===== src/sv/tst_pkg.sv =====
`timescale 1ns / 1ps
// ----------------------------------------------------------------------------
// tst_pkg
// Shared types and constants of the TCP session state tracker.
// ----------------------------------------------------------------------------
package tst_pkg;

    localparam logic [7:0] TH_FIN = 8'h01;
    localparam logic [7:0] TH_SYN = 8'h02;
    localparam logic [7:0] TH_RST = 8'h04;
    localparam logic [7:0] TH_ACK = 8'h10;

    localparam logic [2:0] ST_NONE     = 3'd0;
    localparam logic [2:0] ST_SYN_SENT = 3'd1;
    localparam logic [2:0] ST_SYN_RECV = 3'd2;
    localparam logic [2:0] ST_ESTAB    = 3'd3;
    localparam logic [2:0] ST_CLOSING  = 3'd4;
    localparam logic [2:0] ST_CLOSED   = 3'd5;

    localparam logic [1:0] EV_NONE  = 2'd0;
    localparam logic [1:0] EV_NEW   = 2'd1;
    localparam logic [1:0] EV_CLOSE = 2'd2;

    localparam logic [0:0] REG_TRACKING_ENABLE = 1'd0;

    // Per-session control entry
    typedef struct packed {
        logic [2:0] state;
        logic [3:0] marks;
        logic       est_dir;
        logic       new_rep;
        logic       close_rep;
    } t_ctl_entry;

    // Input item
    typedef struct packed {
        logic [7:0]  session_index;
        logic        session_start;
        logic        session_tracked;
        logic [7:0]  flag_bits;
        logic        direction;
        logic [15:0] packet_length;
    } t_in_item;

    // Result item
    typedef struct packed {
        logic [2:0]  conn_state;
        logic [3:0]  closing_marks;
        logic        conn_direction;
        logic [1:0]  conn_event;
        logic        state_rejected;
        logic [31:0] dir_packets;
        logic [47:0] dir_bytes;
        logic [31:0] syn_packets;
        logic [47:0] syn_bytes;
        logic [31:0] ack_packets;
        logic [47:0] ack_bytes;
    } t_out_item;

    // Controller to datapath commands
    typedef struct packed {
        logic rd;      // issue memory reads
        logic wr;      // write back and register result
        logic clrpass; // write zeros at the sweep address
    } t_cmd;

    // Datapath to controller status
    typedef struct packed {
        logic sweep_last;
    } t_status;

endpackage


===== src/sv/tst_ctrl.sv =====
`timescale 1ns / 1ps
// ----------------------------------------------------------------------------
// tst_ctrl
// Sequencer: clearing sweep after reset, then read, update, present result.
// ----------------------------------------------------------------------------
module tst_ctrl (
    input  logic              i_clk,
    input  logic              i_rst_n,
    input  logic              i_in_valid,
    output logic              o_in_ready,
    output logic              o_out_valid,
    input  logic              i_out_ready,
    input  tst_pkg::t_status  i_status,
    output tst_pkg::t_cmd     o_cmd
);
    localparam logic [1:0] S_CLEAR = 2'd0;
    localparam logic [1:0] S_IDLE  = 2'd1;
    localparam logic [1:0] S_UPD   = 2'd2;

    logic [1:0] r_state, n_state;
    logic       r_out_valid, n_out_valid;
    logic       w_free;

    // Output register frees when empty or being taken
    assign w_free      = !r_out_valid || i_out_ready;
    assign o_in_ready  = (r_state == S_IDLE);
    assign o_out_valid = r_out_valid;

    always_comb begin
        n_state     = r_state;
        n_out_valid = r_out_valid;
        o_cmd       = '0;
        if (r_out_valid && i_out_ready) n_out_valid = 1'b0;
        case (r_state)
            S_CLEAR: begin
                o_cmd.clrpass = 1'b1;
                if (i_status.sweep_last) n_state = S_IDLE;
            end
            S_IDLE: begin
                if (i_in_valid) begin
                    o_cmd.rd = 1'b1;
                    n_state  = S_UPD;
                end
            end
            S_UPD: begin
                if (w_free) begin
                    o_cmd.wr    = 1'b1;
                    n_out_valid = 1'b1;
                    n_state     = S_IDLE;
                end
            end
            default: n_state = S_IDLE;
        endcase
    end

    always_ff @(posedge i_clk) begin
        if (!i_rst_n) begin
            r_state     <= S_CLEAR;
            r_out_valid <= 1'b0;
        end else begin
            r_state     <= n_state;
            r_out_valid <= n_out_valid;
        end
    end

    // Hold the result until it is taken
    a_hold: assert property (@(posedge i_clk) disable iff (!i_rst_n)
        r_out_valid && !i_out_ready |=> r_out_valid) else $error("result lost");
    // No write back without a pending read
    a_wr: assert property (@(posedge i_clk) disable iff (!i_rst_n)
        o_cmd.wr |-> r_state == S_UPD) else $error("write out of turn");
    // No item taken during the sweep
    a_clr: assert property (@(posedge i_clk) disable iff (!i_rst_n)
        r_state == S_CLEAR |-> !o_in_ready) else $error("item during sweep");
endmodule


===== config.mk =====
export PLATFORM = sky130hd
export DESIGN_NAME = tst_ctrl
export DESIGN_NICKNAME = d
export VERILOG_FILES = /design/src/sv/tst_pkg.sv /design/src/sv/tst_ctrl.sv
export SDC_FILE = /design/constraint.sdc
export NUM_CORES = 1
export LEC_CHECK = 0
export BUFFER_PORTS_ARGS = -buffer_cell sky130_fd_sc_hd__buf_2
export CORE_AREA = 2 2 39 41
export DETAILED_ROUTE_END_ITERATION = 6
export DIE_AREA = 0 0 41 43
export PLACE_DENSITY_LB_ADDON = 0.3
export SLEW_MARGIN = 25
export SYNTH_ARGS = -nofsm -noshare
export SYNTH_HDL_FRONTEND = slang
export SYNTH_SLANG_ARGS = --single-unit

===== constraint.sdc =====
create_clock -name i_clk -period 1 [get_ports i_clk]
set_input_delay 0.2 -clock i_clk [delete_from_list [all_inputs] [get_ports i_clk]]
set_output_delay 0.2 -clock i_clk [all_outputs]
set_load 0.01 [all_outputs]

; Yosys cells after proc, flatten, opt, wreduce, memory -nomap -nowiden
; Cells that the tools add are included.
[word_totals]
mem_count = 0
latchBits = 0
word_cells = 24
reg_bits = 3
mem_bits_rw = 0
rom_bits = 0
inputBits = 5
[classes]
n_bitwise = 0
n_mul = 0
order_cmp = 0
div_mod_pow = 0
n_eq_ne = 5
muxes = 12
shift = 0
n_addsub = 0
reduce_logical = 5
[ops]
columns = operator, n
row1 = $mux W1, 8
row2 = $mux W2, 3
row3 = $ne A2 B2 Y1 const B, 3
row4 = $pmux W2 S3, 1
row5 = $reduce_and A3 Y1, 1
row6 = $eq A2 B1 Y1 const B, 1
row7 = $eq A2 B2 Y1 const B, 1
row8 = $logic_not A2 Y1, 1
row9 = $logic_and A1 B1 Y1, 1
row10 = $logic_not A1 Y1, 1
row11 = $logic_or A1 B1 Y1, 1

; Logic depth before layout (Yosys ltp)
; Gate-level depths: netlist of the first run.
[depth]
word_depth = 4
mapped_depth = 2
mapped_depth_nobuf = 2

; Least setup slack after synthesis of the first run
; Ideal clock, no wire load.
[synth_timing]
path_type = reg-to-output
from = reg r_state[0]
to = out o_cmd[1] in the netlist's numbering
t_required_ps = 800
t_arrival_ps = 673
path_slack_ps = 127
stages_incl_launch_ff = 3
cell_sequence = dfxtp_1 nand2b_1 nor2b_1
[synth_lines]
columns = element, line
row1 = from (decl), tst_ctrl.sv:20  ; logic [1:0] r_state, n_state;
row2 = from (signal assigned), tst_ctrl.sv:61  ; r_state <= n_state;
row3 = to (decl), tst_ctrl.sv:14  ; output tst_pkg::t_cmd o_cmd

==> impl_metrics.toml, run 1 <==
[synth]
synth_area_um2 = 156.4
synth_top_cell_by_area = "dfxtp_1"
netlist_top_cells_count = "dfxtp_1 (3), nor2b_1 (3), a21boi_1 (2), nand2b_1 (2)"
synth_area_leaders = "dfxtp_1 (38%), nor2b_1 (12%), a21boi_1 (9.6%), nor2b_4 (8.8%), nand2b_1 (8.0%)"
yosysUniqueCellTypes = 10
yosys.area.top_type_share = 0.3840
synth-main-ff-cell = "dfxtp_1"
synth.avg_cell_area_um2 = 9.775
async_reset_ff_frac = 0
synth_nets = 21
seq_area_frac_synth = 0.3840
synth_edf_count = 0
synth_seq_cells = 3
yosysWarnings = 0
syn-instance-count = 16

[outcome]
status = "finished, violations left"
violations = "setup timing"

[global_routing]
grt_usage = 0.07222
grt_pass1_vias = 175
grt_overflow = 0
antenna_found_initial = 0
grt_max_degree = 7
grt_pass1_wl_um = 710

[hold_path]
hp-class = "input port to flip-flop"

[power]
peakVddDrop_v = 0.0004400
p_per_area_nw_per_um2 = 1458
leakagePower_uw = 0.0001337

[placed_design]
routabilityCongestion = 0.6671
port_buffers = 9
place_ws_ns = 0.05604

[critical_path]
critPathKind = "flip-flop to primary output"
end_kind = "primary output"
cp.required_ns = 0.80
worstSetupStartpointType = "flip-flop"
critPathMaxFanout = 6
cp.arrival_ns = 0.95

[detailed_routing]
drc = 0
wl_um = 427
vias = 166
drtIter0Drc = 1
dr.pass1.iters = 2
post_drt_via_cell_ratio = 3.532
ant_nets = 0
wl_per_cell_um = 9.085

[die]
die_x_um = 41
start_util = 0.1130
die_area_um2 = 1763
ios = 10
row_count = 14
core_um2 = 1384
die_height_um = 43

[clock_tree]
cts_tree = "built"
htree_levels = 1
cts_buffers = 3
clkSinkCount = 3
cts.reportedPaths.clkPinSlew_ns = 0.04
clockRootBuffer = "clkbuf_4"
clockBufferDepth = 2
clock_latency_ns = 0.23

[final_layout]
areaGrowthSynthToFinish_pct = 80.00
layout.nets = 37
final_util = 0.2034
nFillCells = 163
antenna_cells = 0
drive_above_1_share = 0.5806

[sta]
hold_slack_ns = 0.2169
drv_slew = 0
slew_headroom = 0.9206
clock.fmax_mhz = 868.2
period_minus_slack_ns = 1.152
rsz0062_at_grt = "yes"
setup_viol = 4
fin_crit_sh = 1.152
finClkSkew_ns = 0.0002338
setup_slack_ns = -0.1518
worst_pin_slew_ns = 0.1184
finalHoldViolCount = 0

[job]
drv_cap = 0
==> cells by family (layout without fill, tap and decap cells) <==
family | count (synthesis) | in the layout | synth area share
AO/OA/AOI/OAI | 3 | 3 | 0.1600
buffers and inverters | 1 | 16 | 0.02398
flip-flops | 3 | 3 | 0.3840
AND/OR/NAND/NOR | 9 | 9 | 0.4320
==> worst max-delay path: stages (launching register included) <==
cell,delay [ns]
dfxtp_4,0.36
nand3b_1,0.18
inv_1,0.07
buf_2,0.12
==> sequential cells by signal, indices dropped and copies added (netlist names) <==
| register | flops |
|---|---|
| o_out_valid | 1 |
| r_state | 2 |
==> metrics by stage <==
stage | total power (uW) | instances | instance area [um^2] | TNS [ns]
after floorplan | 163.7 | 16 | 156.4 | 0
after global placement | 189.7 | 41 | 221.5 | 0
after detailed placement | 189.1 | 41 | 221.5 | 0
after CTS | 424.6 | 47 | 279.0 | -0.3986
after global routing | 445.2 | 47 | 281.5 | -0.6184
final | 410.4 | 47 | 281.5 | -0.3604
==> worst paths after layout <==
| path | from | to | slack, ns | cells after the start |
|---|---|---|---|---|
| setup / recovery | r_state[1] | o_cmd[2] | -0.15 | 3 |
| hold / removal | i_rst_n | r_state[0] | 0.22 | 2 |
| setup reg to reg | r_state[0] | r_state[0] | 0.04 | 3 |
| hold reg to reg | o_out_valid | o_out_valid | 0.51 | 2 |
==> final cells by class <==
type / instances / area, um^2 / share of cell area
Multi-Input combinational cell: 12 / 100.1 / 0.3556
Inverter: 1 / 3.754 / 0.01333
Clock buffer: 4 / 26.28 / 0.09333
Sequential cell: 3 / 67.56 / 0.2400
Timing Repair Buffer: 11 / 63.81 / 0.2267
Tap cell: 16 / 20.02 / 0.07111
==> power by group <==
group / leakage, uW / total, uW / switching [uW] / internal (uW)
clock: 0.0000150 / 211 / 61.3 / 149
sequential: 0.0000259 / 133 / 8.70 / 125
combinational: 0.0000928 / 66.3 / 24.6 / 41.6
total: 0.000134 / 410 / 94.6 / 316
==> metal layers <==
layer	global-route usage	vias to the layer above	part of all wire
li1	-	85	-
met1	0.07372	71	0.47
met2	0.06875	10	0.36
met3	0.07853	0	0.17
met4	0.08000	0	0
met5	0	-	0
==> what timing repair did <==
item                       4_1_cts  5_1_grt
setup buffers                    2        0
resized for setup                5        1
hold buffers                     0        0
setup endpoints to repair        4        5
pin swaps                        0        1
==> placed cells by master, fill, tap and decap left out <==
| cell | instances |
|---|---|
| dfxtp_1 | 1 |
| o311a_1 | 1 |
| nand2b_1 | 1 |
| dfxtp_4 | 2 |
| nor2b_4 | 1 |
| buf_4 | 1 |
| nor2_1 | 1 |
| buf_2 | 9 |
| inv_1 | 1 |
| nand3b_1 | 1 |
| nand2b_4 | 1 |
| nor2b_1 | 3 |
| nand4bb_1 | 1 |
| a21boi_1 | 2 |
| clkbuf_4 | 3 |
| buf_6 | 1 |
| clkbuf_1 | 1 |
(Power assumes the default switching activity.)
==> run 2: changes to the inputs <==
--- a/config.mk
+++ b/config.mk
@@ -5,11 +5,13 @@
 export SDC_FILE = /design/constraint.sdc
 export NUM_CORES = 1
 export LEC_CHECK = 0
+export ABC_AREA = 1
 export BUFFER_PORTS_ARGS = -buffer_cell sky130_fd_sc_hd__buf_2
 export CORE_AREA = 2 2 39 41
 export DETAILED_ROUTE_END_ITERATION = 6
 export DIE_AREA = 0 0 41 43
 export PLACE_DENSITY_LB_ADDON = 0.3
+export SETUP_SLACK_MARGIN = 0.15
 export SLEW_MARGIN = 25
 export SYNTH_ARGS = -nofsm -noshare
 export SYNTH_HDL_FRONTEND = slang
==> impl_metrics.toml, run 2 <==
[detailed_routing]
post_drt_via_cell_ratio = 3.259
vias = 176
ant_nets = 0
wl_per_cell_um = 7.407
dr.pass1.iters = 1
drc = 0
drtIter0Drc = 0
wl_um = 400

[synth]
synth_area_um2 = 155.1
seq_area_frac_synth = 0.3871
synth_nets = 27
synthAdderAreaFrac = 0
synth.avg_cell_area_um2 = 7.052
synth_edf_count = 0
synth-compound-area-share = 0.1048
yosysUniqueCellTypes = 10
synth.area.mux_share = 0
synth_top_cell_by_area = "dfxtp_1"
synthSimpleGateAreaFrac = 0.3629
synth-main-ff-cell = "dfxtp_1"
yosysMostFrequentCell = "inv_1"
yosysWarnings = 0
async_reset_ff_frac = 0
synth_top_family_by_area = "simple AND/OR/NAND/NOR gates"
yosys.area.top_type_share = 0.3871
synth_seq_cells = 3
synth_area_leaders = "dfxtp_1 (39%), inv_1 (15%), nand2_1 (9.7%), nor2_2 (8.1%), nand3_2 (6.5%)"
syn-instance-count = 22
synth-xor-area-share = 0
netlist_top_cells_count = "inv_1 (6), nand2_1 (4), dfxtp_1 (3)"

[clock_tree]
holdBufCountCts = 0
clkSinkCount = 3
cts.reportedPaths.clkPinSlew_ns = 0.04
cts_buffers = 3
clockBufferDepth = 2
clockRootBuffer = "clkbuf_4"
htree_levels = 1
clock_latency_ns = 0.23
cts_tree = "built"

[die]
row_count = 14
die_height_um = 43
start_util = 0.1121
ios = 10
core_um2 = 1384
die_x_um = 41
die_area_um2 = 1763

[final_layout]
largest_reg_flops = 2
areaGrowthSynthToFinish_pct = 104.0
nFillCells = 161
layout.nets = 44
final_common_cell = "buf_2"
drive_above_1_share = 0.7895
regMostFlops = "r_state"
layout_common_cells = "buf_2 (7), inv_1 (4), nand2_2 (3), clkbuf_4 (3), buf_6 (3)"
antenna_cells = 0
fin_area_um2 = 316.6
final_util = 0.2288

[sta]
finClkSkew_ns = 0.002328
period_minus_slack_ns = 1.118
clock.fmax_mhz = 894.6
finalHoldViolCount = 0
setup_slack_ns = -0.1178
setup_viol = 4
rsz0062_at_grt = "yes"
fin_crit_sh = 1.118
worst_pin_slew_ns = 0.1128
slew_headroom = 0.9244
hold_slack_ns = 0.2152
drv_slew = 0

[outcome]
status = "finished, violations left"
violations = "setup timing"

[global_routing]
grt_overflow = 0
antenna_found_initial = 0
grt_usage = 0.05221
grt_max_degree = 6
grt_pass1_wl_um = 565
grt_pass1_vias = 171

[placed_design]
hpwl_um = 281.5
place_area_um2 = 235.2
routabilityCongestion = 0.7038
port_buffers = 9

[job]
drv_cap = 0

[power]
p_sw_uw = 109.4
p_int_uw = 318.1
leakagePower_uw = 0.0001592
clkPwrFrac = 0.495
p_per_area_nw_per_um2 = 1351
sequentialPowerShare = 0.321
p_sw_frac = 0.2559
peakVddDrop_v = 0.0002658
p_comb_frac = 0.184

[critical_path]
crit_path_top_delay_cell = "dfxtp_2"
critPathMaxFanout = 4
worstSetupStartpointType = "flip-flop"
critPathMaxStageDelay_ns = 0.33
cp.required_ns = 0.80
cp_cell_sequence = "inv_2 -> nor3_2 -> buf_2"
cp.arrival_ns = 0.92
critPathKind = "flip-flop to primary output"
end_kind = "primary output"

[hold_path]
hp-class = "input port to flip-flop"
[run 2: repair_timing]
| action | in CTS | in global routing |
|---|---|---|
| buffers inserted | 2 | 1 |
| gates cloned | 0 | 0 |
| setup endpoints to repair | 7 | 7 |
| gates resized for setup | 6 | 8 |
| pin swaps | 0 | 2 |
[run 2: per-layer routing]
| layer | GRT usage | wire, um | share of wire | up-vias |
|---|---|---|---|---|
| met5 | 0 | 0 | 0 | - |
| met4 | 0.06000 | 0 | 0 | 0 |
| met3 | 0.03665 | 46 | 0.12 | 0 |
| met2 | 0.06875 | 203 | 0.51 | 7 |
| met1 | 0.04502 | 149 | 0.37 | 73 |
| li1 | - | - | - | 96 |
[run 2: kinds of logic (layout without fill, tap and decap cells)]
group	Yosys count	in the layout
AOI/OAI and AO/OA	2	2
buffers and inverters	6	22
DFF	3	3
and+or+nand+nor	11	11
[run 2: per-stage QoR]
step                      setup TNS (ns)  setup slack [ns]  total power (uW)  cells
final                            -0.2671           -0.1178             427.5     54
after global routing             -0.5011           -0.1809             450.2     54
after CTS                        -0.3229           -0.1139             429.3     54
after detailed placement               0           0.09188             197.4     48
after global placement                 0           0.09195             197.6     48
after floorplan                        0            0.1634             168.4     22
[run 2: worst max-delay path: cells and delay by family, from the launching register on]
kind,cells,cell delay (ns)
flip-flops,1,0.33
AND/OR/NAND/NOR,1,0.15
buffers and inverters,2,0.20
[run 2: final timing paths]
path / from / end / slack [ns] / cells past startpoint
min: i_rst_n / o_out_valid / 0.22 / 2
max: r_state[1] / o_cmd[1] / -0.12 / 3
min reg2reg: r_state[0] / r_state[1] / 0.58 / 3
max reg2reg: r_state[1] / r_state[0] / 0.14 / 6
[run 2: final cells by class]
cell class              count  area [um^2]  area share
clock buffers               4        26.28     0.08300
inverters                   6        22.52     0.07115
multi-input cells          13        97.59      0.3083
flip-flops and latches      3        66.31      0.2095
well taps                  16        20.02     0.06324
repair buffers             12        83.83      0.2648
[run 2: power by group through the flow]
stage	Clock, uW	Combinational, uW	Sequential, uW
floorplan	0	33.1	135
global placement	0	61.6	136
detailed placement	0	61.6	136
CTS	224	70.6	135
global route	223	88.2	139
finish	211	78.6	137
